$ cat src/design/fttb_pkg.sv
`default_nettype none

package fttb_pkg;

  // Input item commands
  localparam logic CMD_FACE = 1'b0;
  localparam logic CMD_END  = 1'b1;

  // Result kinds
  localparam logic KIND_TRI   = 1'b0;
  localparam logic KIND_BATCH = 1'b1;

  // Register map: index = paddr[3:2]
  localparam int ADDR_W = 4;
  localparam logic [1:0] REG_LIGHTMAP_ONLY = 2'd0;
  localparam logic [1:0] REG_COPY_MODE     = 2'd1;
  localparam logic [1:0] REG_WHITE_TEXTURE = 2'd2;
  localparam logic [15:0] WHITE_TEXTURE_RST = 16'd1;

  typedef struct packed {
    logic        command;
    logic [19:0] first_vertex;
    logic [5:0]  edge_count;
    logic [15:0] base_texture;
    logic [15:0] glow_texture;
    logic [15:0] lightmap_texture;
    logic [31:0] state_bits;
  } item_t;

  typedef struct packed {
    logic        kind;
    logic [19:0] index_a;
    logic [19:0] index_b;
    logic [19:0] index_c;
    logic [14:0] batch_indices;
    logic [12:0] batch_vertices;
    logic [15:0] batch_base_texture;
    logic [15:0] batch_lightmap_texture;
    logic [15:0] batch_glow_texture;
    logic [31:0] batch_state;
    logic        last;
  } result_t;

  typedef struct packed {
    logic        lightmap_only;
    logic        copy_mode;
    logic [15:0] white_texture;
  } cfg_t;

  // Controller -> datapath
  typedef struct packed {
    logic capture;
    logic load_close;
    logic start_face;
    logic load_tri;
  } cmd_t;

  // Datapath -> controller
  typedef struct packed {
    logic slot_free;
    logic close_req;
    logic is_face;
    logic tri_last;
  } sts_t;

endpackage

`default_nettype wire

$ cat src/design/fttb_regs.sv
`default_nettype none

module fttb_regs
  import fttb_pkg::*;
(
  input  wire logic              clk,
  input  wire logic              rst,
  input  wire logic              psel,
  input  wire logic              penable,
  input  wire logic              pwrite,
  input  wire logic [ADDR_W-1:0] paddr,
  input  wire logic [31:0]       pwdata,
  output logic      [31:0]       prdata,
  output logic                   pready,
  output cfg_t                   cfg
);

  logic       wr_en;
  logic [1:0] reg_idx;

  assign pready  = 1'b1;
  assign reg_idx = paddr[3:2];
  assign wr_en   = psel && penable && pwrite;

  // Register writes
  always_ff @(posedge clk) begin
    if (rst) begin
      cfg.lightmap_only <= 1'b0;
      cfg.copy_mode     <= 1'b0;
      cfg.white_texture <= WHITE_TEXTURE_RST;
    end else if (wr_en) begin
      case (reg_idx)
        REG_LIGHTMAP_ONLY: cfg.lightmap_only <= pwdata[0];
        REG_COPY_MODE:     cfg.copy_mode     <= pwdata[0];
        REG_WHITE_TEXTURE: cfg.white_texture <= pwdata[15:0];
        default: ;
      endcase
    end
  end

  // Read mux
  always_comb begin
    case (reg_idx)
      REG_LIGHTMAP_ONLY: prdata = {31'd0, cfg.lightmap_only};
      REG_COPY_MODE:     prdata = {31'd0, cfg.copy_mode};
      REG_WHITE_TEXTURE: prdata = {16'd0, cfg.white_texture};
      default:           prdata = 32'd0;
    endcase
  end

endmodule

`default_nettype wire

$ cat src/design/fttb_ctrl.sv
`default_nettype none

module fttb_ctrl
  import fttb_pkg::*;
(
  input  wire logic clk,
  input  wire logic rst,
  input  wire logic item_valid,
  output logic      item_ready,
  input  wire sts_t sts,
  output cmd_t      cmd
);

  typedef enum logic [4:0] {
    S_IDLE     = 5'b00001,
    S_DISPATCH = 5'b00010,
    S_CLOSE    = 5'b00100,
    S_FACE     = 5'b01000,
    S_TRI      = 5'b10000
  } state_t;

  state_t state, state_next;

  assign item_ready = (state == S_IDLE);

  always_ff @(posedge clk) begin
    if (rst) begin
      state <= S_IDLE;
    end else begin
      state <= state_next;
    end
  end

  // Next state and datapath commands
  always_comb begin
    state_next = state;
    cmd        = '0;
    case (state)
      S_IDLE: begin
        if (item_valid) begin
          cmd.capture = 1'b1;
          state_next  = S_DISPATCH;
        end
      end
      S_DISPATCH: begin
        if (sts.close_req) begin
          state_next = S_CLOSE;
        end else if (sts.is_face) begin
          state_next = S_FACE;
        end else begin
          state_next = S_IDLE;
        end
      end
      S_CLOSE: begin
        if (sts.slot_free) begin
          cmd.load_close = 1'b1;
          state_next     = sts.is_face ? S_FACE : S_IDLE;
        end
      end
      S_FACE: begin
        cmd.start_face = 1'b1;
        state_next     = S_TRI;
      end
      S_TRI: begin
        if (sts.slot_free) begin
          cmd.load_tri = 1'b1;
          if (sts.tri_last) begin
            state_next = S_IDLE;
          end
        end
      end
      default: state_next = S_IDLE;
    endcase
  end

endmodule

`default_nettype wire

$ cat src/design/fttb_dp.sv
`default_nettype none

module fttb_dp
  import fttb_pkg::*;
#(
  parameter int MAX_VERTS   = 4096,
  parameter int MAX_INDICES = 16384,
  parameter int MAX_EDGES   = 32
) (
  input  wire logic  clk,
  input  wire logic  rst,
  input  wire cfg_t  cfg,
  input  wire item_t item,
  input  wire cmd_t  cmd,
  output sts_t       sts,
  output logic       result_valid,
  input  wire logic  result_ready,
  output result_t    result
);

  localparam int EW = $clog2(MAX_EDGES + 1);
  localparam int TW = $clog2(MAX_EDGES - 1);
  localparam int IW = $clog2(MAX_INDICES + 1);
  localparam int VW = $clog2(MAX_VERTS + 1);

  // Open batch state
  logic [15:0]   cur_base, cur_lmap, cur_glow;
  logic [31:0]   cur_flags;
  logic [IW-1:0] index_total;
  logic [VW-1:0] vertex_total;

  // Captured item
  logic          cap_end, cap_close, cap_face;
  logic [15:0]   cap_base, cap_lmap, cap_glow;
  logic [31:0]   cap_flags;
  logic [19:0]   cap_first;
  logic [EW-1:0] cap_edges;
  logic [TW-1:0] cap_ntris;
  logic [IW-1:0] cap_nidx;

  // Fan walk
  logic [19:0]   jv;
  logic [TW-1:0] tri_i;

  // Next output beat
  result_t       result_next;

  // Resolve textures and edge count of the incoming item
  logic          in_end, in_ignore, nonempty, key_diff, idx_ovf, vtx_ovf;
  logic [15:0]   r_base, r_glow;
  logic [EW-1:0] r_edges;
  logic [TW-1:0] r_ntris;
  logic [IW-1:0] r_nidx;
  logic [IW:0]   idx_sum;
  logic [VW:0]   vtx_sum;

  always_comb begin
    in_end    = (item.command == CMD_END);
    in_ignore = (item.edge_count < 6'd3);
    if (32'(item.edge_count) > 32'(MAX_EDGES)) begin
      r_edges = EW'(MAX_EDGES);
    end else begin
      r_edges = EW'(item.edge_count);
    end
    r_ntris = TW'(r_edges - EW'(2));
    r_nidx  = IW'({r_ntris, 1'b0}) + IW'(r_ntris);
    if (cfg.lightmap_only && item.lightmap_texture != 16'd0) begin
      r_base = cfg.white_texture;
      r_glow = 16'd0;
    end else begin
      r_base = item.base_texture;
      r_glow = (item.lightmap_texture != 16'd0) ? item.glow_texture : 16'd0;
    end
    key_diff = (cur_base != r_base) || (cur_lmap != item.lightmap_texture) ||
               (cur_glow != r_glow) || (cur_flags != item.state_bits);
    idx_sum  = (IW+1)'(index_total) + (IW+1)'(r_nidx);
    vtx_sum  = (VW+1)'(vertex_total) + (VW+1)'(r_edges);
    idx_ovf  = idx_sum > (IW+1)'(MAX_INDICES);
    vtx_ovf  = cfg.copy_mode && (vtx_sum > (VW+1)'(MAX_VERTS));
    nonempty = (index_total != '0);
  end

  // Item capture
  always_ff @(posedge clk) begin
    if (cmd.capture) begin
      cap_end   <= in_end;
      cap_face  <= !in_end && !in_ignore;
      cap_close <= nonempty &&
                   (in_end || (!in_ignore && (key_diff || idx_ovf || vtx_ovf)));
      cap_base  <= r_base;
      cap_lmap  <= item.lightmap_texture;
      cap_glow  <= r_glow;
      cap_flags <= item.state_bits;
      cap_first <= item.first_vertex;
      cap_edges <= r_edges;
      cap_ntris <= r_ntris;
      cap_nidx  <= r_nidx;
    end
  end

  // Batch keys and counts
  always_ff @(posedge clk) begin
    if (rst) begin
      cur_base     <= '0;
      cur_lmap     <= '0;
      cur_glow     <= '0;
      cur_flags    <= '0;
      index_total  <= '0;
      vertex_total <= '0;
    end else if (cmd.load_close) begin
      index_total  <= '0;
      vertex_total <= '0;
      if (cap_end) begin
        cur_base  <= '0;
        cur_lmap  <= '0;
        cur_glow  <= '0;
        cur_flags <= '0;
      end
    end else if (cmd.start_face) begin
      cur_base    <= cap_base;
      cur_lmap    <= cap_lmap;
      cur_glow    <= cap_glow;
      cur_flags   <= cap_flags;
      index_total <= index_total + cap_nidx;
      if (cfg.copy_mode) begin
        vertex_total <= vertex_total + VW'(cap_edges);
      end
    end
  end

  // Fan pivot and triangle counter
  always_ff @(posedge clk) begin
    if (cmd.start_face) begin
      jv    <= cfg.copy_mode ? 20'(vertex_total) : cap_first;
      tri_i <= '0;
    end else if (cmd.load_tri) begin
      tri_i <= tri_i + TW'(1);
    end
  end

  // Output register
  always_ff @(posedge clk) begin
    if (rst) begin
      result_valid <= 1'b0;
    end else if (cmd.load_close || cmd.load_tri) begin
      result_valid <= 1'b1;
    end else if (result_ready) begin
      result_valid <= 1'b0;
    end
  end

  // Batch-closed or triangle beat
  always_comb begin
    result_next = '0;
    if (cmd.load_close) begin
      result_next.kind                   = KIND_BATCH;
      result_next.batch_indices          = 15'(index_total);
      result_next.batch_vertices         = 13'(vertex_total);
      result_next.batch_base_texture     = cur_base;
      result_next.batch_lightmap_texture = cur_lmap;
      result_next.batch_glow_texture     = cur_glow;
      result_next.batch_state            = cur_flags;
      result_next.last                   = cap_end;
    end else begin
      result_next.kind    = KIND_TRI;
      result_next.index_a = jv;
      result_next.index_b = jv + 20'(tri_i) + 20'd1;
      result_next.index_c = jv + 20'(tri_i) + 20'd2;
      result_next.last    = sts.tri_last;
    end
  end

  always_ff @(posedge clk) begin
    if (cmd.load_close || cmd.load_tri) begin
      result <= result_next;
    end
  end

  // Status back to the controller
  assign sts.slot_free = !result_valid || result_ready;
  assign sts.close_req = cap_close;
  assign sts.is_face   = cap_face;
  assign sts.tri_last  = (tri_i == cap_ntris - TW'(1));

endmodule

`default_nettype wire

$ cat src/design/fan_to_triangle_batcher.sv
// Triangle fan to indexed triangle list batcher.
// Input channel (item_valid/item_ready/item): one beat per polygon face or
// end-of-batch command. Output channel (result_valid/result_ready/result):
// triangle beats and batch-closed beats; result.last marks the final beat
// caused by an item. An item that causes nothing yields no beat.
// Config: APB port, lightmap_only at 0x0, copy_mode at 0x4, white_texture at
// 0x8; write only while the block is idle.
// Timing: one item is in flight at a time. After acceptance a decode state
// follows, then an optional batch-closed beat, a face setup state, and one
// triangle beat per cycle while the output is not stalled (edge count,
// clamped to MAX_EDGES, minus two). The next item is accepted once the last
// beat has been loaded into the output register, even if that beat is
// still waiting.
// Stall: while result_ready is low, the output register holds its beat and
// the sequencer waits before loading the next one.
// Reset (rst, synchronous): empty batch with zero keys, no pending beat,
// registers at their reset values.
`default_nettype none

module fan_to_triangle_batcher
  import fttb_pkg::*;
#(
  parameter int MAX_VERTS   = 4096,
  parameter int MAX_INDICES = 16384,
  parameter int MAX_EDGES   = 32
) (
  input  wire logic              clk,
  input  wire logic              rst,
  input  wire logic              item_valid,
  output logic                   item_ready,
  input  wire item_t             item,
  output logic                   result_valid,
  input  wire logic              result_ready,
  output result_t                result,
  input  wire logic              psel,
  input  wire logic              penable,
  input  wire logic              pwrite,
  input  wire logic [ADDR_W-1:0] paddr,
  input  wire logic [31:0]       pwdata,
  output logic      [31:0]       prdata,
  output logic                   pready
);

  cfg_t cfg;
  cmd_t cmd;
  sts_t sts;

  fttb_regs u_regs (
    .clk     (clk),
    .rst     (rst),
    .psel    (psel),
    .penable (penable),
    .pwrite  (pwrite),
    .paddr   (paddr),
    .pwdata  (pwdata),
    .prdata  (prdata),
    .pready  (pready),
    .cfg     (cfg)
  );

  fttb_ctrl u_ctrl (
    .clk        (clk),
    .rst        (rst),
    .item_valid (item_valid),
    .item_ready (item_ready),
    .sts        (sts),
    .cmd        (cmd)
  );

  fttb_dp #(
    .MAX_VERTS   (MAX_VERTS),
    .MAX_INDICES (MAX_INDICES),
    .MAX_EDGES   (MAX_EDGES)
  ) u_dp (
    .clk          (clk),
    .rst          (rst),
    .cfg          (cfg),
    .item         (item),
    .cmd          (cmd),
    .sts          (sts),
    .result_valid (result_valid),
    .result_ready (result_ready),
    .result       (result)
  );

endmodule

`default_nettype wire

$ cat config.mk
export PLATFORM = sky130hd
export DESIGN_NAME = fan_to_triangle_batcher
export DESIGN_NICKNAME = d
export VERILOG_FILES = /design/src/design/fttb_pkg.sv /design/src/design/fttb_regs.sv /design/src/design/fttb_ctrl.sv /design/src/design/fttb_dp.sv /design/src/design/fan_to_triangle_batcher.sv
export SDC_FILE = /design/constraint.sdc
export NUM_CORES = 1
export LEC_CHECK = 0
export ABC_AREA = 1
export BUFFER_PORTS_ARGS = -buffer_cell sky130_fd_sc_hd__buf_2
export CAP_MARGIN = 30
export CELL_PAD_IN_SITES_DETAIL_PLACEMENT = 0
export CELL_PAD_IN_SITES_GLOBAL_PLACEMENT = 1
export CORE_MARGIN = 2
export CORE_UTILIZATION = 30
export CTS_CLUSTER_DIAMETER = 200
export DETAILED_ROUTE_END_ITERATION = 8
export GPL_TIMING_DRIVEN = 0
export PLACE_DENSITY_LB_ADDON = 0.1
export RECOVER_POWER = 50
export SLEW_MARGIN = 20
export SYNTH_ARGS = -nofsm -noshare
export SYNTH_HDL_FRONTEND = slang
export SYNTH_SLANG_ARGS = --single-unit
$ cat constraint.sdc
create_clock -name clk -period 5.9 [get_ports clk]
set_clock_uncertainty 0.2 [all_clocks]
set_input_delay 0.295 -clock clk [delete_from_list [all_inputs] [get_ports clk]]
set_output_delay 0.295 -clock clk [all_outputs]
set_load 0.01 [all_outputs]
# ---- After elaboration in Yosys (flattened, before gate mapping)
# Index checks and enable logic that the tools add are counted.
dict set report classes {
  n_addsub 11
  magnitude_cmp 4
  eq_ne 17
  muxes 33
  n_reduce_logical 30
}
# cell count
set op_table {}
lappend op_table {{two-way mux 16 bit} 10}
lappend op_table {{two-way mux 32 bit} 3}
lappend op_table {{!= test 16 bit} 3}
lappend op_table {{case mux 16 bit (3 select lines)} 1}
lappend op_table {{!= test 32 bit} 1}
lappend op_table {{two-way mux 5 bit} 5}
lappend op_table {{case mux 5 bit (5 select lines)} 1}
lappend op_table {{adder 20 x 1 -> 20 bit (second input constant)} 1}
lappend op_table {{adder 20 x 2 -> 20 bit (second input constant)} 1}
lappend op_table {{adder 20 x 5 -> 20 bit} 1}
lappend op_table {{adder 15 x 15 -> 16 bit} 1}
lappend op_table {{> comparator 16 x 15 -> 1 bit (second input constant)} 1}
lappend op_table {{nonzero test 16 bit} 1}
lappend op_table {{adder 15 bit} 1}
lappend op_table {{nonzero test 15 bit} 1}
lappend op_table {{adder 13 x 6 -> 14 bit} 1}
lappend op_table {{> comparator 14 x 13 -> 1 bit (second input constant)} 1}
lappend op_table {{adder 13 x 6 -> 13 bit} 1}
lappend op_table {{two-way mux 13 bit} 1}
lappend op_table {{two-way mux 1 bit} 10}
lappend op_table {{!= test 2 bit (second input constant)} 5}
lappend op_table {{AND reduction 2 bit} 5}
lappend op_table {{logical OR 1 bit} 8}
lappend op_table {{adder 6 x 5 -> 7 bit} 1}
lappend op_table {{21 further kinds} 30}
dict set report totals {
  register_bits 456
  in_bits 150
  elab_cells 131
}

# ---- Depth between registers and ports, before layout
dict set report depth {
  word_depth 12
  mapped_depth 25
  depth_no_buf 25
}

# ---- Hierarchy
# Synthesis repeated with hierarchy kept, for this count alone.
dict set report unflattened {
  cells_unflattened 2418
  area_unflattened_um2 21629.5
}
# mod instances cells_per_inst area_per_inst_um2 seq_area_each_um2
set modules_own_cells {}
lappend modules_own_cells {fttb_dp 1 2179 20114.3 11561.1}
lappend modules_own_cells {fttb_regs 1 175 1101.1 360.3}
lappend modules_own_cells {fttb_ctrl 1 64 414.1 100.1}

# ---- Least setup slack after synthesis
# Ideal clock, no wire load.
dict set report synth_path {
  path_type {reg-to-reg}
  from {register u_ctrl.state[2]}
  to {register u_dp.cap_base[0], enable pin}
  arrival_time_ps 6109
  setup_slack_ps -1008
  path_stages_with_launch 6
  path_cell_list {dfxtp_1 > nor2_1 > inv_1 > nor4_1 > inv_1 > nor2_1}
}
# item line_no
set synth_rtl {}
lappend synth_rtl {{start: declaration} fttb_ctrl.sv:22} ;# state_t state, state_next;
lappend synth_rtl {{start signal: assignment} fttb_ctrl.sv:30} ;# state <= state_next;
lappend synth_rtl {{end signal: assignment} fttb_dp.sv:90} ;# cap_base <= r_base;
lappend synth_rtl {{end: declaration} fttb_dp.sv:34} ;# logic [15:0] cap_base, cap_lmap, cap_glow;

# ---- Final worst setup path
dict set report layout_path {
  from {input item[85] (netlist bit)}
  to {register u_dp.cap_close (data pin)}
}
dict set report layout_via {
  elab_chain_len 11
  word_cells_on_any_way 16
  classes_between {add/sub (4); order compare (4); mux (1); reduce/logical (7)}
}
# item line_no
set layout_rtl {}
lappend layout_rtl {{start: declaration} fan_to_triangle_batcher.sv:31} ;# input wire item_t item,
lappend layout_rtl {{> comparator 6 bit} fttb_dp.sv:60} ;# if (32'(item.edge_count) > 32'(MAX_EDGES)) begin
lappend layout_rtl {{two-way mux 6 bit} fttb_dp.sv:60}
lappend layout_rtl {{subtractor 5 x 2 -> 5 bit} fttb_dp.sv:65} ;# r_ntris = TW'(r_edges - EW'(2));
lappend layout_rtl {{net u_dp.r_ntris[1]} fttb_dp.sv:52} ;# logic [TW-1:0] r_ntris;
lappend layout_rtl {{adder 6 x 5 -> 7 bit} fttb_dp.sv:66} ;# r_nidx = IW'({r_ntris, 1'b0}) + IW'(r_ntris);
lappend layout_rtl {{net u_dp.r_nidx[5]} fttb_dp.sv:53} ;# logic [IW-1:0] r_nidx;
lappend layout_rtl {{adder 15 x 15 -> 16 bit} fttb_dp.sv:76} ;# idx_sum = (IW+1)'(index_total) + (IW+1)'(r_nidx);
lappend layout_rtl {{> comparator 16 x 15 -> 1 bit} fttb_dp.sv:78} ;# idx_ovf = idx_sum > (IW+1)'(MAX_INDICES);
lappend layout_rtl {{logical OR 1 bit (2 in a row)} fttb_dp.sv:89} ;# (in_end || (!in_ignore && (key_diff || idx_ovf || vtx_ovf)));
lappend layout_rtl {{logical AND 1 bit} fttb_dp.sv:89}
lappend layout_rtl {{logical OR 1 bit} fttb_dp.sv:89}
lappend layout_rtl {{logical AND 1 bit} fttb_dp.sv:88} ;# cap_close <= nonempty &&
lappend layout_rtl {{end signal: assignment} fttb_dp.sv:88}
lappend layout_rtl {{end: declaration} fttb_dp.sv:33} ;# logic cap_end, cap_close, cap_face;
# The timed path passes the listed nets, and every way through them passes these cells.
# A chain may end at the register's enable or synchronous reset.

==> metrics.cfg <==
[global_routing]
grt_first_pass_wirelength_um=100000
grt_max_degree=56
overflow=0
antenna_found_initial=4
grt_pass1_vias=16772
grt.total_usage_pct=18.6

[clock_tree]
cts.sinks=446
post_cts_buffers=0
htreeDepth=2
cts_root_buffer=clkbuf_16
clk_pin_slew_worst_paths_ns=0.06
cts_tree=yes
insertion_delay_ns=0.60
cts_made_buffers=52
clock_path_buffers=3

[synthesis]
yosysUniqueCellTypes=51
synth_seq_cells=446
ys_warn_count=0
syn_inst=2280
syn_area_per_cell_sq_um=9.13
async_reset_ff_share_pct=0
ys.flop_type=edfxtp_1
synth_edf_count=309
netlist_area_sq_um=20800
seq_area_frac_synth_pct=57.8

[hold_path]
min-delay-start=penable
hold_depth=4
hp-class=primary input to flop
hold-path-endpoint=u_regs.cfg[0]$_SDFFE_PP1P_

[routing]
first_pass_iters=5
wl_per_cell_um=17.8
vias_per_cell=4.49
drt_iter0_markers=1231
drc=0
vias=16971
postRouteAntennaNets=0
drt-total-wl_um=67400

[worst_setup_path]
crit_type=primary input to flop
cp_max_fo=6
required_ns=6.01
rr_startpoint=u_ctrl.state[2]$_SDFFE_PP0P_
slowest_delay_ns=0.52
cp_common_cell=nand2_1
path_cells=dlygate4sd3_1 > clkbuf_1 > inv_1 > nand2_1 > nand2_1 > nor2_1 > xor2_1 > ha_1 > a21oi_1 > nand2_1 > xor2_1 > ha_1 > a21oi_1 > o21ai_0 > inv_1 > nand2_1 > xor2_1 > nand3_1 > nor2_1 > nand2_1 > nand2_1 > nand4_1 > nand2_1 > a21oi_1
worst-endpoint-arrival_ns=4.72
critPathLaunchType=primary input
r2r-end=u_dp.cap_lmap[3]$_DFFE_PP_
r2r_slack_ns=1.52
cp_slowest_cell=dlygate4sd3_1
r2r_cells=7
critPathCaptureType=flop

[timing]
max_freq_mhz=217
fin_crit_ns=4.61
final_hold_viol_count=0
maxSlewViolCount=0
rsz0062_at_grt=false
max-slew-margin-rel_pct=6.22
setup_violations=0
tightest_slew_ns=1.41
period_share_pct=78.1

[die]
core-area_sq_um=68600
die_w_um=267
die_h_um=267
placementRows=96
die_area_sq_um=71500
io_pins=355
start_util_pct=30.3

[layout]
post-route-util_pct=38.4
nFillCells=7112
nets=2997
area_growth_pct=26.7
mostFrequentLayoutCells=nand2_1 (437), clkbuf_1 (328), nor2_1 (310), edfxtp_1 (309), inv_1 (303)
final_common_cell=nand2_1
finalNonFillerCells=3779
drive_gt1_share_pct=7.55

[job]
drv_cap=0

[power_and_ir_drop]
leakagePower_nw=9.99
power.total_w=0.00715
ir_worst_vdd_uv=218
power.density_nw_per_um2=271

[placement]
io_buffers=318
place_congestion=0.808
hpwl_um=50100
dp_cells=3554

[run_status]
status=finished, final reports clean

per-layer routing:
metal	GRT usage, %	routed length [um]
met2	30.0	31200
met1	26.0	31700
met5	0	14
met3	2.88	3130
met4	4.56	1380
registers in the layout, indices dropped and copies added, names as in the netlist, 18 cells and up:
signal / count
u_dp.jv: 20
u_dp.cur_flags: 32
u_regs.cfg: 18
u_dp.cap_first: 20
u_dp.cap_flags: 32
u_dp.result: 170
timing repair:
action | CTS | global route
hold buffers | 125 | 0
endpoints found under the hold margin | 136 | 0
gates resized for setup | 0 | 0
cells by family (layout without fill, tap and decap cells):
group                    Yosys count  in the layout  synth area share (%)
flip-flops                       446            446                  57.8
buffers and inverters            404            955                  7.63
AO/OA/AOI/OAI                    287            287                  7.24
AND/OR/NAND/NOR                 1013           1013                  20.9
XOR/XNOR                          83             83                  3.60
other                              2             19                0.0361
adder cells (fa/ha/maj)           45             45                  2.89
layout make-up:
| cell class | count | area (sq um) | share of cell area, % |
|---|---|---|---|
| antenna | 2 | 5.00 | 0.0190 |
| buffer | 92 | 412 | 1.56 |
| clock buffer | 75 | 1480 | 5.61 |
| clock inverter | 23 | 198 | 0.750 |
| inverter | 312 | 1170 | 4.44 |
| multi-input combinational | 1445 | 7250 | 27.5 |
| sequential | 446 | 12000 | 45.6 |
| tap | 931 | 1160 | 4.42 |
| timing repair buffer | 453 | 2660 | 10.1 |
Yosys cell counts, types with 5 or more instances:
cell type / count / area, sq um
nor3_1: 25 / 125
a21oi_1: 166 / 831
xor2_1: 60 / 526
nand4_1: 27 / 169
nand2_1: 438 / 1640
nand2_2: 5 / 31.3
inv_2: 7 / 26.3
or2_2: 6 / 37.5
nand3_1: 170 / 851
clkbuf_1: 59 / 221
nor2_1: 309 / 1160
buf_1: 10 / 37.5
nor2_2: 7 / 43.8
o21ai_0: 85 / 425
xnor2_1: 20 / 175
ha_1: 40 / 500
o211ai_1: 9 / 67.6
inv_1: 301 / 1130
o21ai_1: 10 / 50.1
fa_1: 5 / 100
buf_4: 17 / 128
buf_2: 6 / 30.0
edfxtp_1: 309 / 9280
dfxtp_1: 137 / 2740
nor3_2: 5 / 50.1
where the power goes:
part	internal [W]	total, W	switching (W)
clock network	0.00187	0.00319	0.00132
registers	0.00343	0.00346	0.0000278
logic	0.000193	0.000499	0.000305
total	0.00550	0.00715	0.00166
metrics by stage:
stage	setup WS, ns	hold slack (ns)	instance area, sq um	setup TNS (ns)
after floorplan	0.505	0.194	20900	0
after global placement	-2.40	0.269	23600	-543.51
after detailed placement	1.32	0.264	23900	0
after CTS	1.40	0.0176	26800	0
after global routing	0.874	0.0561	26400	0
final	1.29	0.0583	26400	0
worst max path at each step:
stage	from	to	slack (ns)	depth (start not counted)
detailed placement	item[85]	u_dp.cap_close$_DFFE_PP_	1.32	22
global placement	result_ready	u_dp.result[94]$_SDFFCE_PN0P_	-2.40	6
CTS	item[85]	u_dp.cap_close$_DFFE_PP_	1.40	23
global route	item[85]	u_dp.cap_close$_DFFE_PP_	0.87	25
finish	item[85]	u_dp.cap_close$_DFFE_PP_	1.29	24
floorplan	u_ctrl.state[0]$_SDFFE_PP1P_	u_dp.result[0]$_DFFE_PP_	0.50	6
critical path, delay by kind of cell:
kind	cells	cell delay (ns)
buffers and inverters	4	0.97
XOR/XNOR	3	0.80
AO/OA/AOI/OAI	4	0.56
adder cells (fa/ha/maj)	2	0.75
AND/OR/NAND/NOR	11	1.33
(Power assumes the default switching activity.)
